[src/hw/rtl/lbf_pkg.sv]
// package for the lorentz boost block: item types, widths and shared helpers
// no dependencies
`timescale 1ns / 1ps
package lbf_pkg;
   localparam int WORD_BITS = 32;
   localparam int FRAC_BITS = 12;
   localparam int PROD_BITS = 2 * WORD_BITS + 2;
   localparam int MSQ_BITS = 2 * WORD_BITS + 4;
   localparam int ROOT_BITS = (MSQ_BITS + 1) / 2;
   localparam int ROOT_STEPS = ROOT_BITS;
   localparam int DEN_BITS = WORD_BITS + 2;
   localparam int NUMX_BITS = WORD_BITS + 2;
   localparam int QTOP_BITS = 2 * WORD_BITS + 4;
   localparam int DIV_STEPS = 2 * WORD_BITS + 4;

   typedef struct packed {
      logic kind;
      logic signed [WORD_BITS-1:0] part_energy;
      logic signed [WORD_BITS-1:0] part_mom_x;
      logic signed [WORD_BITS-1:0] part_mom_y;
      logic signed [WORD_BITS-1:0] part_mom_z;
      logic signed [WORD_BITS-1:0] ref_energy;
      logic signed [WORD_BITS-1:0] ref_mom_x;
      logic signed [WORD_BITS-1:0] ref_mom_y;
      logic signed [WORD_BITS-1:0] ref_mom_z;
   } req_type;

   typedef struct packed {
      logic signed [WORD_BITS-1:0] out_energy;
      logic signed [WORD_BITS-1:0] out_mom_x;
      logic signed [WORD_BITS-1:0] out_mom_y;
      logic signed [WORD_BITS-1:0] out_mom_z;
      logic bad_frame;
      logic clipped;
   } rsp_type;

   // one restoring division lane: quotient, remainder, divisor, dividend bits left
   typedef struct packed {
      logic [QTOP_BITS-1:0] num;
      logic [QTOP_BITS:0] rem;
      logic [QTOP_BITS-1:0] quo;
      logic [QTOP_BITS:0] den;
   } div_lane_type;

   typedef struct packed {
      logic [MSQ_BITS-1:0] rad;
      logic [ROOT_BITS+1:0] rem;
      logic [ROOT_BITS-1:0] root;
   } sqrt_lane_type;

   function automatic div_lane_type div_step(div_lane_type a);
      div_lane_type r;
      logic [QTOP_BITS:0] t;
      r = a;
      t = {a.rem[QTOP_BITS-1:0], a.num[QTOP_BITS-1]};
      r.num = {a.num[QTOP_BITS-2:0], 1'b0};
      if (t >= a.den) begin
         r.rem = t - a.den;
         r.quo = {a.quo[QTOP_BITS-2:0], 1'b1};
      end else begin
         r.rem = t;
         r.quo = {a.quo[QTOP_BITS-2:0], 1'b0};
      end
      return r;
   endfunction

   function automatic sqrt_lane_type sqrt_step(sqrt_lane_type a);
      sqrt_lane_type r;
      logic [ROOT_BITS+1:0] t;
      logic [ROOT_BITS+1:0] trial;
      r = a;
      t = {a.rem[ROOT_BITS-1:0], a.rad[MSQ_BITS-1:MSQ_BITS-2]};
      trial = {a.root, 2'b01};
      r.rad = {a.rad[MSQ_BITS-3:0], 2'b00};
      if (t >= trial) begin
         r.rem = t - trial;
         r.root = {a.root[ROOT_BITS-2:0], 1'b1};
      end else begin
         r.rem = t;
         r.root = {a.root[ROOT_BITS-2:0], 1'b0};
      end
      return r;
   endfunction

   function automatic logic [WORD_BITS:0] sat_word(logic signed [QTOP_BITS+1:0] v);
      logic signed [QTOP_BITS+1:0] hi;
      logic signed [QTOP_BITS+1:0] lo;
      hi = {{(QTOP_BITS+3-WORD_BITS){1'b0}}, {(WORD_BITS-1){1'b1}}};
      lo = ~hi;
      if (v > hi) return {1'b1, hi[WORD_BITS-1:0]};
      if (v < lo) return {1'b1, lo[WORD_BITS-1:0]};
      return {1'b0, v[WORD_BITS-1:0]};
   endfunction
endpackage

[src/hw/rtl/lbf_div_cell.sv]
// one cell of the divider and root chains: one restoring step per cycle
// depends on lbf_pkg
`timescale 1ns / 1ps
module lbf_div_cell (
   input  logic clock,
   input  lbf_pkg::div_lane_type div_in,
   input  lbf_pkg::sqrt_lane_type sqrt_in,
   input  logic sqrt_en,
   output lbf_pkg::div_lane_type div_out,
   output lbf_pkg::sqrt_lane_type sqrt_out
);
   import lbf_pkg::*;
   div_lane_type div_ff;
   sqrt_lane_type sqrt_ff;
   always_ff @(posedge clock) begin
      div_ff <= div_step(div_in);
      sqrt_ff <= sqrt_en ? sqrt_step(sqrt_in) : sqrt_in;
   end
   assign div_out = div_ff;
   assign sqrt_out = sqrt_ff;
endmodule

[config.mk]
export PLATFORM = sky130hd
export DESIGN_NAME = lbf_div_cell
export DESIGN_NICKNAME = d
export VERILOG_FILES = /design/src/hw/rtl/lbf_pkg.sv /design/src/hw/rtl/lbf_div_cell.sv
export SDC_FILE = /design/constraint.sdc
export NUM_CORES = 1
export LEC_CHECK = 0
export BUFFER_PORTS_ARGS = -buffer_cell sky130_fd_sc_hd__buf_2
export CELL_PAD_IN_SITES_DETAIL_PLACEMENT = 1
export CELL_PAD_IN_SITES_GLOBAL_PLACEMENT = 1
export CORE_AREA = 2 2 319 321
export CTS_BUF_LIST = sky130_fd_sc_hd__clkbuf_8
export DETAILED_ROUTE_END_ITERATION = 7
export DIE_AREA = 0 0 321 323
export PLACE_DENSITY_LB_ADDON = 0.2
export SYNTH_ARGS = -nofsm -noshare
export SYNTH_HDL_FRONTEND = slang
export SYNTH_SLANG_ARGS = --single-unit
export TNS_END_PERCENT = 20
[constraint.sdc]
create_clock -name clock -period 4.32 [get_ports clock]
set_clock_uncertainty 0.1 [all_clocks]
set_input_delay 0.864 -clock clock [delete_from_list [all_inputs] [get_ports clock]]
set_output_delay 0.864 -clock clock [all_outputs]
set_load 0.005 [all_outputs]
==> results of run 1 <==
cell type report:
| type | instances | area, um2 |
|---|---|---|
| inverters | 134 | 503 |
| multi-input cells | 1144 | 8500 |
| clock buffers | 91 | 1250 |
| flip-flops and latches | 411 | 8230 |
| fillers | 12000 | 74500 |
| clock inverters | 53 | 404 |
| diodes | 16 | 40.0 |
| repair buffers | 1022 | 5680 |
| well taps | 1309 | 1640 |
cells in the final DEF (no fill, tap or decap), drive strengths merged, types with 4 or more instances in the layout:
cell and instances:
nand4 31, nand2 117, buf 1022, and2 7, diode 16, dfxtp 411, o31ai 4, a21oi 150
o211ai 17, nor2 101, a21o 57, nand2b 10, clkinv 13, nand3 21, inv 166, bufinv 5
o21bai 13, mux2 132, ha 105, xor2 35, nor3 16, a31oi 13, nor4 8, xnor2 59
o21ai 103, clkbuf 91, a221o 6, nor2b 14, mux2i 31, and3 9, a21boi 7, o21a 21
a211oi 5, a311oi 6
flip-flops by register name, indices dropped and copies added, names as in the netlist:
signal and flops:
sqrt_out 138, div_out 273
routing by layer:
metal	share of wire [%]	wire, um	global-route usage (%)	up-vias
met3	8.3	6450	5.50	140
met2	52	40100	26.6	561
li1	-	-	-	8221
met5	0.21	161	0	-
met1	38	29100	14.9	7983
met4	2.3	1760	4.01	26
power by group through the flow:
stage	clock [mW]	combinational (mW)	sequential, mW
after global routing	4.48	2.77	4.27
after detailed placement	0	2.55	4.32
final	4.07	2.51	4.24
after CTS	4.28	2.57	4.25
after global placement	0	2.53	4.32
after floorplan	0	1.21	4.35
cell families (layout without fill, tap and decap cells):
kind of cell             count (synthesis)  after routing  synth area share, %
AO/OA/AOI/OAI                          431            431                 15.2
XOR/XNOR                                94             94                 4.69
other                                    1             17               0.0214
AND/OR/NAND/NOR                        349            349                 9.24
multiplexers                           163            163                 11.6
flip-flops                             411            411                 46.8
adder cells (fa/ha/maj)                106            106                 7.59
buffers and inverters                  209           1300                 4.85
path summary, 6_finish.rpt:
| kind | to | slack, ns | cells after the start |
|---|---|---|---|
| max | div_out[154] | 0.16 | 16 |
| min | div_out[226] | 0.15 | 1 |
==> results.json, run 1 <==
{
  "cts_buffers": 80,
  "synth_top_area_share_pct": 46.8,
  "min_path_type": "in -> reg",
  "total_power_mw": 10.8,
  "end_kind": "register",
  "cts.path.max_buffers": 3,
  "power.internal_mw": 7.62,
  "clock.fmax_mhz": 241,
  "cts_hold_buffers": 0,
  "post-place-ws_ns": -0.632,
  "p_seq_share_pct": 39.2,
  "drtPass1Iterations": 4,
  "grt_max_degree": 95,
  "design.core.area_mm2": 0.101,
  "synth_most_common_cell": "dfxtp_1",
  "cts_root_buf": "clkbuf_8",
  "synth_edf_count": 0,
  "grt_usage_pct": 14.3,
  "p_leak_nw": 13.1,
  "crit_required_ns": 4.80,
  "grt_pass1_vias": 18600,
  "powerDensity_mw_per_mm2": 412,
  "clk_pin_slew_worst_paths_ns": 0.06,
  "num_vias": 16900,
  "combPwrFrac_pct": 23.2,
  "area_growth_pct": 49.5,
  "path_common_cell": "buf_4",
  "start_util_pct": 17.4,
  "grt_pass1_wl_um": 113000,
  "final_cells": 4180,
  "final_util_pct": 26.1,
  "netlist_instances": 1764,
  "setup_viol": 0,
  "cp_max_fo": 37,
  "slowest_stage": "a221o_4",
  "report.final.slew_viol_count": 0,
  "avgSynthCellArea_um2": 9.96,
  "htreeDepth": 3,
  "cts_resized": 0,
  "cts_tree": "yes",
  "report.final.hold_viol_count": 0,
  "drive_gt1_share_pct": 44.8,
  "die_x_um": 321,
  "cp-start-kind": "input pin",
  "antenna_found_initial": 33,
  "portBuffers": 822,
  "path_buf_inv": 5,
  "ys_seq_area_share_pct": 46.8,
  "rsz0062_at_grt": "no",
  "wl_per_cell_um": 18.6,
  "final_nets": 3313,
  "synth_seq_cells": 411,
  "final.setup.tns_ns": 0,
  "switching_share_pct": 29.5,
  "critPathKind": "in -> reg",
  "syn-cell-area_mm2": 0.0176,
  "period_minus_slack_ns": 4.16,
  "synth_commonest_cells": "dfxtp_1 (411), a21oi_1 (150), inv_1 (134), nand2_1 (117), ha_1 (105)",
  "syn-num-nets": 2284,
  "fin_ws_ns": 0.163,
  "synth_cell_types": 70,
  "fp-row-count": 117,
  "synthFlopType": "dfxtp_1",
  "switchingPower_mw": 3.19,
  "drt-vias-per-instance": 4.05,
  "design_area_mm2": 0.0263,
  "grt.overflow.total": 0,
  "clock_power_share_pct": 37.6,
  "gp_congestion": 0.834,
  "worstSetupStartpoint": "div_in[12]",
  "yosys-top-cells-area": "dfxtp_1 (47%), ha_1 (7.5%), mux2_4 (5.5%)",
  "post-route-period-util_pct": 96.2,
  "hpwlAfterDp_um": 65100,
  "routed_wl_um": 77500,
  "die_h_um": 323,
  "pin_count": 826,
  "path_cells": "buf_2 -> inv_1 -> ha_1 -> and2_4 -> a221o_1 -> a41o_1 -> a311oi_2 -> buf_4 -> o2111a_1 -> nor4_1 -> nor3_2 -> buf_4 -> a31oi_1 -> a221o_4 -> buf_12 -> mux2_4",
  "outcome": "finished clean",
  "yosysTopAreaCell": "dfxtp_1",
  "yosys_warnings": 0,
  "worstMarginPinSlew_ns": 0.948,
  "drtIter0Drc": 462,
  "relSlewSlack_pct": 36.2,
  "placed_area_mm2": 0.0246,
  "hp-start": "div_in[225]",
  "max_stage_delay_ns": 0.51,
  "drv_cap": 0,
  "dieArea_mm2": 0.104,
  "ir_drop_mv": 0.222,
  "post-cts-setup-buffers": 0,
  "clock_sinks": 411,
  "arrival_ns": 4.64,
  "holdWs_ns": 0.152,
  "async_flop_share_pct": 0,
  "critPathTopFamily": "compound AO/OA/AOI/OAI gates",
  "drc": 0,
  "ant_nets": 0,
  "dpl.cell_count": 4020
}
Power figures use the tool's default switching activity.
==> run 2, diff against run 1 <==
BUFFER_PORTS_ARGS = not set   (was -buffer_cell sky130_fd_sc_hd__buf_2)
DONT_BUFFER_PORTS = 1   (was not set)
PLACE_DENSITY = 0.47   (was not set)
PLACE_DENSITY_LB_ADDON = not set   (was 0.2)
==> results.json, run 2 (synthesis results as in run 1) <==
{
  "ir_drop_mv": 0.217,
  "hpwlAfterDp_um": 63700,
  "report.final.hold_viol_count": 0,
  "drive_gt1_share_pct": 20.2,
  "clk_pin_slew_worst_paths_ns": 0.06,
  "start_util_pct": 17.4,
  "htreeDepth": 3,
  "final_nets": 2510,
  "post-cts-setup-buffers": 0,
  "multi_input_area_mm2": 0.00850,
  "design.core.area_mm2": 0.101,
  "num_vias": 13900,
  "grt.overflow.total": 0,
  "period_minus_slack_ns": 3.98,
  "routed_wl_um": 77400,
  "die_x_um": 321,
  "critPathKind": "in -> reg",
  "die_h_um": 323,
  "worstMarginPinSlew_ns": 0.521,
  "wl_per_cell_um": 23.0,
  "num-fill-cells": 11600,
  "outcome": "finished clean",
  "cts.path.max_buffers": 3,
  "powerDensity_mw_per_mm2": 468,
  "cts_root_buf": "clkbuf_8",
  "final.setup.tns_ns": 0,
  "p_leak_nw": 9.91,
  "cp_max_fo": 12,
  "grt_max_degree": 211,
  "fp-row-count": 117,
  "drtIter0Drc": 490,
  "crit_required_ns": 4.77,
  "cts_resized": 0,
  "wl_met3_um": 7710,
  "cp-start-kind": "input pin",
  "drc": 0,
  "arrival_ns": 4.43,
  "dieArea_mm2": 0.104,
  "setup_viol": 0,
  "pin_count": 826,
  "report.final.slew_viol_count": 0,
  "drtPass1Iterations": 4,
  "portBuffers": 0,
  "wl_met1_um": 25600,
  "worstSetupStartpoint": "div_in[12]",
  "antenna_found_initial": 4,
  "mostFrequentLayoutCell": "dfxtp_1",
  "clock_sinks": 411,
  "largest_register_ffs": 273,
  "drv_cap": 0,
  "final_cells": 3360,
  "final_util_pct": 22.4,
  "end_kind": "register",
  "final_cell_mix": "dfxtp_1 (411), a21oi_1 (150), buf_4 (149)",
  "gp_congestion": 0.848,
  "clock.fmax_mhz": 251,
  "wl_met2_um": 41600,
  "dpl.cell_count": 3151,
  "cp-endpoint": "div_out[205]",
  "relSlewSlack_pct": 64.9,
  "ant_nets": 0,
  "min_path_type": "in -> reg",
  "register_area_mm2": 0.00823,
  "grt_pass1_vias": 15400,
  "grt_pass1_wl_um": 107000,
  "rsz0062_at_grt": "no",
  "drt-vias-per-instance": 4.15,
  "total_power_mw": 10.6,
  "holdWs_ns": 0.104,
  "area_growth_pct": 28.3,
  "grt_usage_pct": 14.2,
  "cts_tree": "yes",
  "cts_buffers": 74,
  "dr.max_layer_used": "met5",
  "post-route-period-util_pct": 92.1
}
## run 2: report_power, final
group          switching, mW  internal, mW  leakage [nW]
clock                   1.79          2.52         0.935
combinational          0.923         0.896          5.51
sequential             0.288          4.14          3.47
total                   3.00          7.56          9.91
## run 2: cell type report
| cell class | count | share of cell area (%) |
|---|---|---|
| Clock inverter | 39 | 1.99 |
| Tap cell | 1309 | 7.27 |
| Inverter | 134 | 2.23 |
| Sequential cell | 411 | 36.5 |
| Clock buffer | 94 | 5.74 |
| Multi-Input combinational cell | 1144 | 37.7 |
| Timing Repair Buffer | 225 | 8.51 |
| Antenna cell | 4 | 0.0444 |
## run 2: worst min path at each step
stage	start	end	slack [ns]	cells past startpoint
floorplan	div_in[0]	div_out[0]	0.79	0
global placement	div_in[221]	div_out[222]	0.79	0
detailed placement	div_in[92]	div_out[93]	0.79	0
CTS	div_in[8]	div_out[8]	0.0009	0
global route	div_in[8]	div_out[8]	0.02	0
finish	div_in[23]	div_out[23]	0.10	0
## run 2: worst max-delay path, cell delays in order
cell	delay (ns)
inv_1	0.03
ha_1	0.32
and2_4	0.17
a221o_1	0.33
a41o_1	0.24
a311oi_2	0.24
buf_4	0.16
o2111a_1	0.33
nor4_1	0.11
nor3_2	0.25
buf_4	0.18
a31oi_1	0.11
a221o_4	0.51
buf_4	0.23
mux2_1	0.33
## run 2: timing repair
item | in CTS | in global routing
hold endpoints to repair | 72 | 0
hold buffers | 72 | 0
setup endpoints to repair | 0 | 0
## run 2: per-layer routing
layer / track usage, % / up-vias
met5: 0 / -
met4: 5.60 / 4
met3: 6.34 / 113
met2: 27.4 / 582
met1: 12.8 / 6649
li1: - / 6600
## run 2: metrics by stage
| stage | setup slack (ns) | cell area (um2) |
|---|---|---|
| 2_1_floorplan | 0.288 | 17600 |
| 3_3_place_gp | -0.366 | 20100 |
| 3_5_place_dp | -0.374 | 20100 |
| 4_1_cts | 0.379 | 22500 |
| 5_1_grt | 0.278 | 22500 |
| 6_report | 0.343 | 22500 |
==> run 3, diff against run 2 <==
ABC_AREA = 1   (was not set)
CORE_AREA = 2 2 321 323   (was 2 2 319 321)
DIE_AREA = 0 0 323 325   (was 0 0 321 323)
PLACE_DENSITY = 0.53   (was 0.47)
==> results.json, run 3 <==
{
  "die_x_um": 323,
  "worstSetupStartpoint": "div_in[44]",
  "yosys_warnings": 0,
  "final_util_pct": 24.8,
  "synth_top_area_share_pct": 41.1,
  "cp_max_fo": 44,
  "yosys-top-cells-area": "dfxtp_1 (41%), nand2_1 (20%), inv_1 (9.8%)",
  "routed_wl_um": 101000,
  "clk_pin_slew_worst_paths_ns": 0.06,
  "report.final.hold_viol_count": 0,
  "htreeDepth": 3,
  "ant_nets": 0,
  "end_kind": "register",
  "drive_gt1_share_pct": 5.42,
  "setup_viol": 0,
  "mostFrequentLayoutCell": "nand2_1",
  "report.final.slew_viol_count": 0,
  "post-route-period-util_pct": 71.6,
  "arrival_ns": 3.54,
  "clock.fmax_mhz": 323,
  "die_h_um": 325,
  "cts.path.max_buffers": 3,
  "netlist_instances": 2970,
  "gp_congestion": 0.914,
  "largest_register_ffs": 273,
  "crit_required_ns": 4.77,
  "switchingPower_mw": 3.36,
  "cp-start-kind": "input pin",
  "hpwlAfterDp_um": 83400,
  "drt-vias-per-instance": 4.13,
  "synth_compound_area_share_pct": 7.76,
  "cts_tree": "yes",
  "hp-start": "div_in[100]",
  "final_cells": 4622,
  "grt_max_degree": 196,
  "num_vias": 19100,
  "muxShareOfSynthArea_pct": 0,
  "outcome": "finished clean",
  "ir_drop_mv": 0.232,
  "p_leak_nw": 12.8,
  "grt.overflow.total": 0,
  "drc": 0,
  "pin_count": 826,
  "clock_power_share_pct": 40.9,
  "grt_pass1_wl_um": 141000,
  "p_seq_share_pct": 41.6,
  "synth-simple-area-share_pct": 30.6,
  "final.setup.tns_ns": 0,
  "dieArea_mm2": 0.105,
  "avgSynthCellArea_um2": 6.74,
  "drv_cap": 0,
  "fp-row-count": 117,
  "synth_most_common_cell": "nand2_1",
  "synth_seq_cells": 411,
  "dpl.cell_count": 4299,
  "whs_path_depth": 0,
  "async_flop_share_pct": 0,
  "synthXorXnorAreaFrac_pct": 2.36,
  "switching_share_pct": 31.4,
  "powerDensity_mw_per_mm2": 426,
  "synth_top_family_by_area": "simple AND/OR/NAND/NOR gates",
  "worstMarginPinSlew_ns": 1.04,
  "portBuffers": 0,
  "yosysTopAreaCell": "dfxtp_1",
  "drtPass1Iterations": 4,
  "final_nets": 3707,
  "cts_buffers": 76,
  "synth_fa_ha_area_share_pct": 6.66,
  "synth_cell_types": 38,
  "period_minus_slack_ns": 3.09,
  "antenna_found_initial": 16,
  "ys_seq_area_share_pct": 41.1,
  "rsz0062_at_grt": "no",
  "synthFlopType": "dfxtp_1",
  "area_growth_pct": 25.7,
  "cts_resized": 0,
  "grt_pass1_vias": 20500,
  "fin_ws_ns": 1.23,
  "cts_root_buf": "clkbuf_8",
  "syn-num-nets": 3490,
  "hold_end": "div_out[101]",
  "start_util_pct": 19.8,
  "min_path_type": "in -> reg",
  "final_cell_mix": "nand2_1 (1053), inv_1 (532), dfxtp_1 (411)",
  "drtIter0Drc": 721,
  "power.internal_mw": 7.34,
  "syn-cell-area_mm2": 0.0200,
  "design.core.area_mm2": 0.101,
  "synth_commonest_cells": "nand2_1 (1053), inv_1 (521), dfxtp_1 (411), nor2_1 (188), nand3_1 (179)",
  "holdWs_ns": 0.111,
  "wl_per_cell_um": 21.8,
  "post-place-ws_ns": 0.465,
  "combPwrFrac_pct": 17.4,
  "grt_usage_pct": 18.7,
  "synth_edf_count": 0,
  "relSlewSlack_pct": 30.6,
  "clock_sinks": 411,
  "critPathKind": "in -> reg"
}
run 3: cell count changes in the layout (fill, tap and decap cells not counted), sizes merged, moves of 25 or more:
cell / delta
nand2: +939
inv: +400
nand3: +160
buf: -138
mux2: -132
dlygate4sd3: +106
nor2: +98
o21ai: +69
a21o: -57
xnor2: -40
a21oi: -37
mux2i: -31
nand3b: +25
run 3: critical path, cell delays in order:
cell and delay, ns:
inv_1 0.03, ha_1 0.42, nand2_1 0.14, nor2_1 0.35, inv_2 0.10, nor2_2 0.17, nand2_1 0.11, nor2_2 0.10
nand3_1 0.10, o21ai_1 0.20, nor2_1 0.09, nand2_4 0.24, inv_2 0.06, buf_4 0.27, nand2_1 0.13, nand2_1 0.06
run 3: final cells by class:
type	instances	area, um2
diodes	8	20.0
well taps	1368	1710
repair buffers	193	1910
inverters	538	2020
multi-input cells	1967	9490
flip-flops and latches	411	8230
clock inverters	42	475
clock buffers	95	1310
fillers	12500	76100
run 3: power by group through the flow:
stage	clock network [mW]	logic [mW]	registers (mW)
2_1_floorplan	0	1.23	4.35
3_3_place_gp	0	1.76	4.57
3_5_place_dp	0	1.77	4.56
4_1_cts	4.57	1.91	4.48
5_1_grt	4.76	2.13	4.49
6_report	4.38	1.87	4.46
run 3: cell families (layout without fill, tap and decap cells):
family | Yosys count | count (layout)
adder cells (fa/ha/maj) | 106 | 106
XOR/XNOR | 54 | 54
AND/OR/NAND/NOR | 1504 | 1504
AO/OA/AOI/OAI | 302 | 302
flip-flops | 411 | 411
other | 1 | 9
buffers and inverters | 592 | 868
run 3: layer usage:
metal / GRT usage (%) / share of wire [%]
met4: 6.74 / 3.4
met1: 18.3 / 35
met5: 0 / 0.062
met2: 35.4 / 53
met3: 6.71 / 8.4
run 3: how the worst max path moves through the flow:
stage / end / slack (ns)
3_3_place_gp: div_out[193] / 0.49
4_1_cts: div_out[181] / 1.26
6_report: div_out[181] / 1.23
3_5_place_dp: div_out[160] / 0.47
5_1_grt: div_out[186] / 1.12
2_1_floorplan: div_out[201] / 1.47
run 3: repair_timing:
| item | in CTS | in global routing |
|---|---|---|
| setup buffers | 0 | 0 |
| hold endpoints to repair | 178 | 0 |
| hold buffers | 178 | 0 |
run 3: stage by stage:
| stage | area (um2) | power, mW |
|---|---|---|
| after floorplan | 20000 | 5.58 |
| after global placement | 21600 | 6.32 |
| after detailed placement | 21600 | 6.33 |
| after CTS | 25100 | 11.0 |
| after global routing | 25100 | 11.4 |
| final | 25200 | 10.7 |
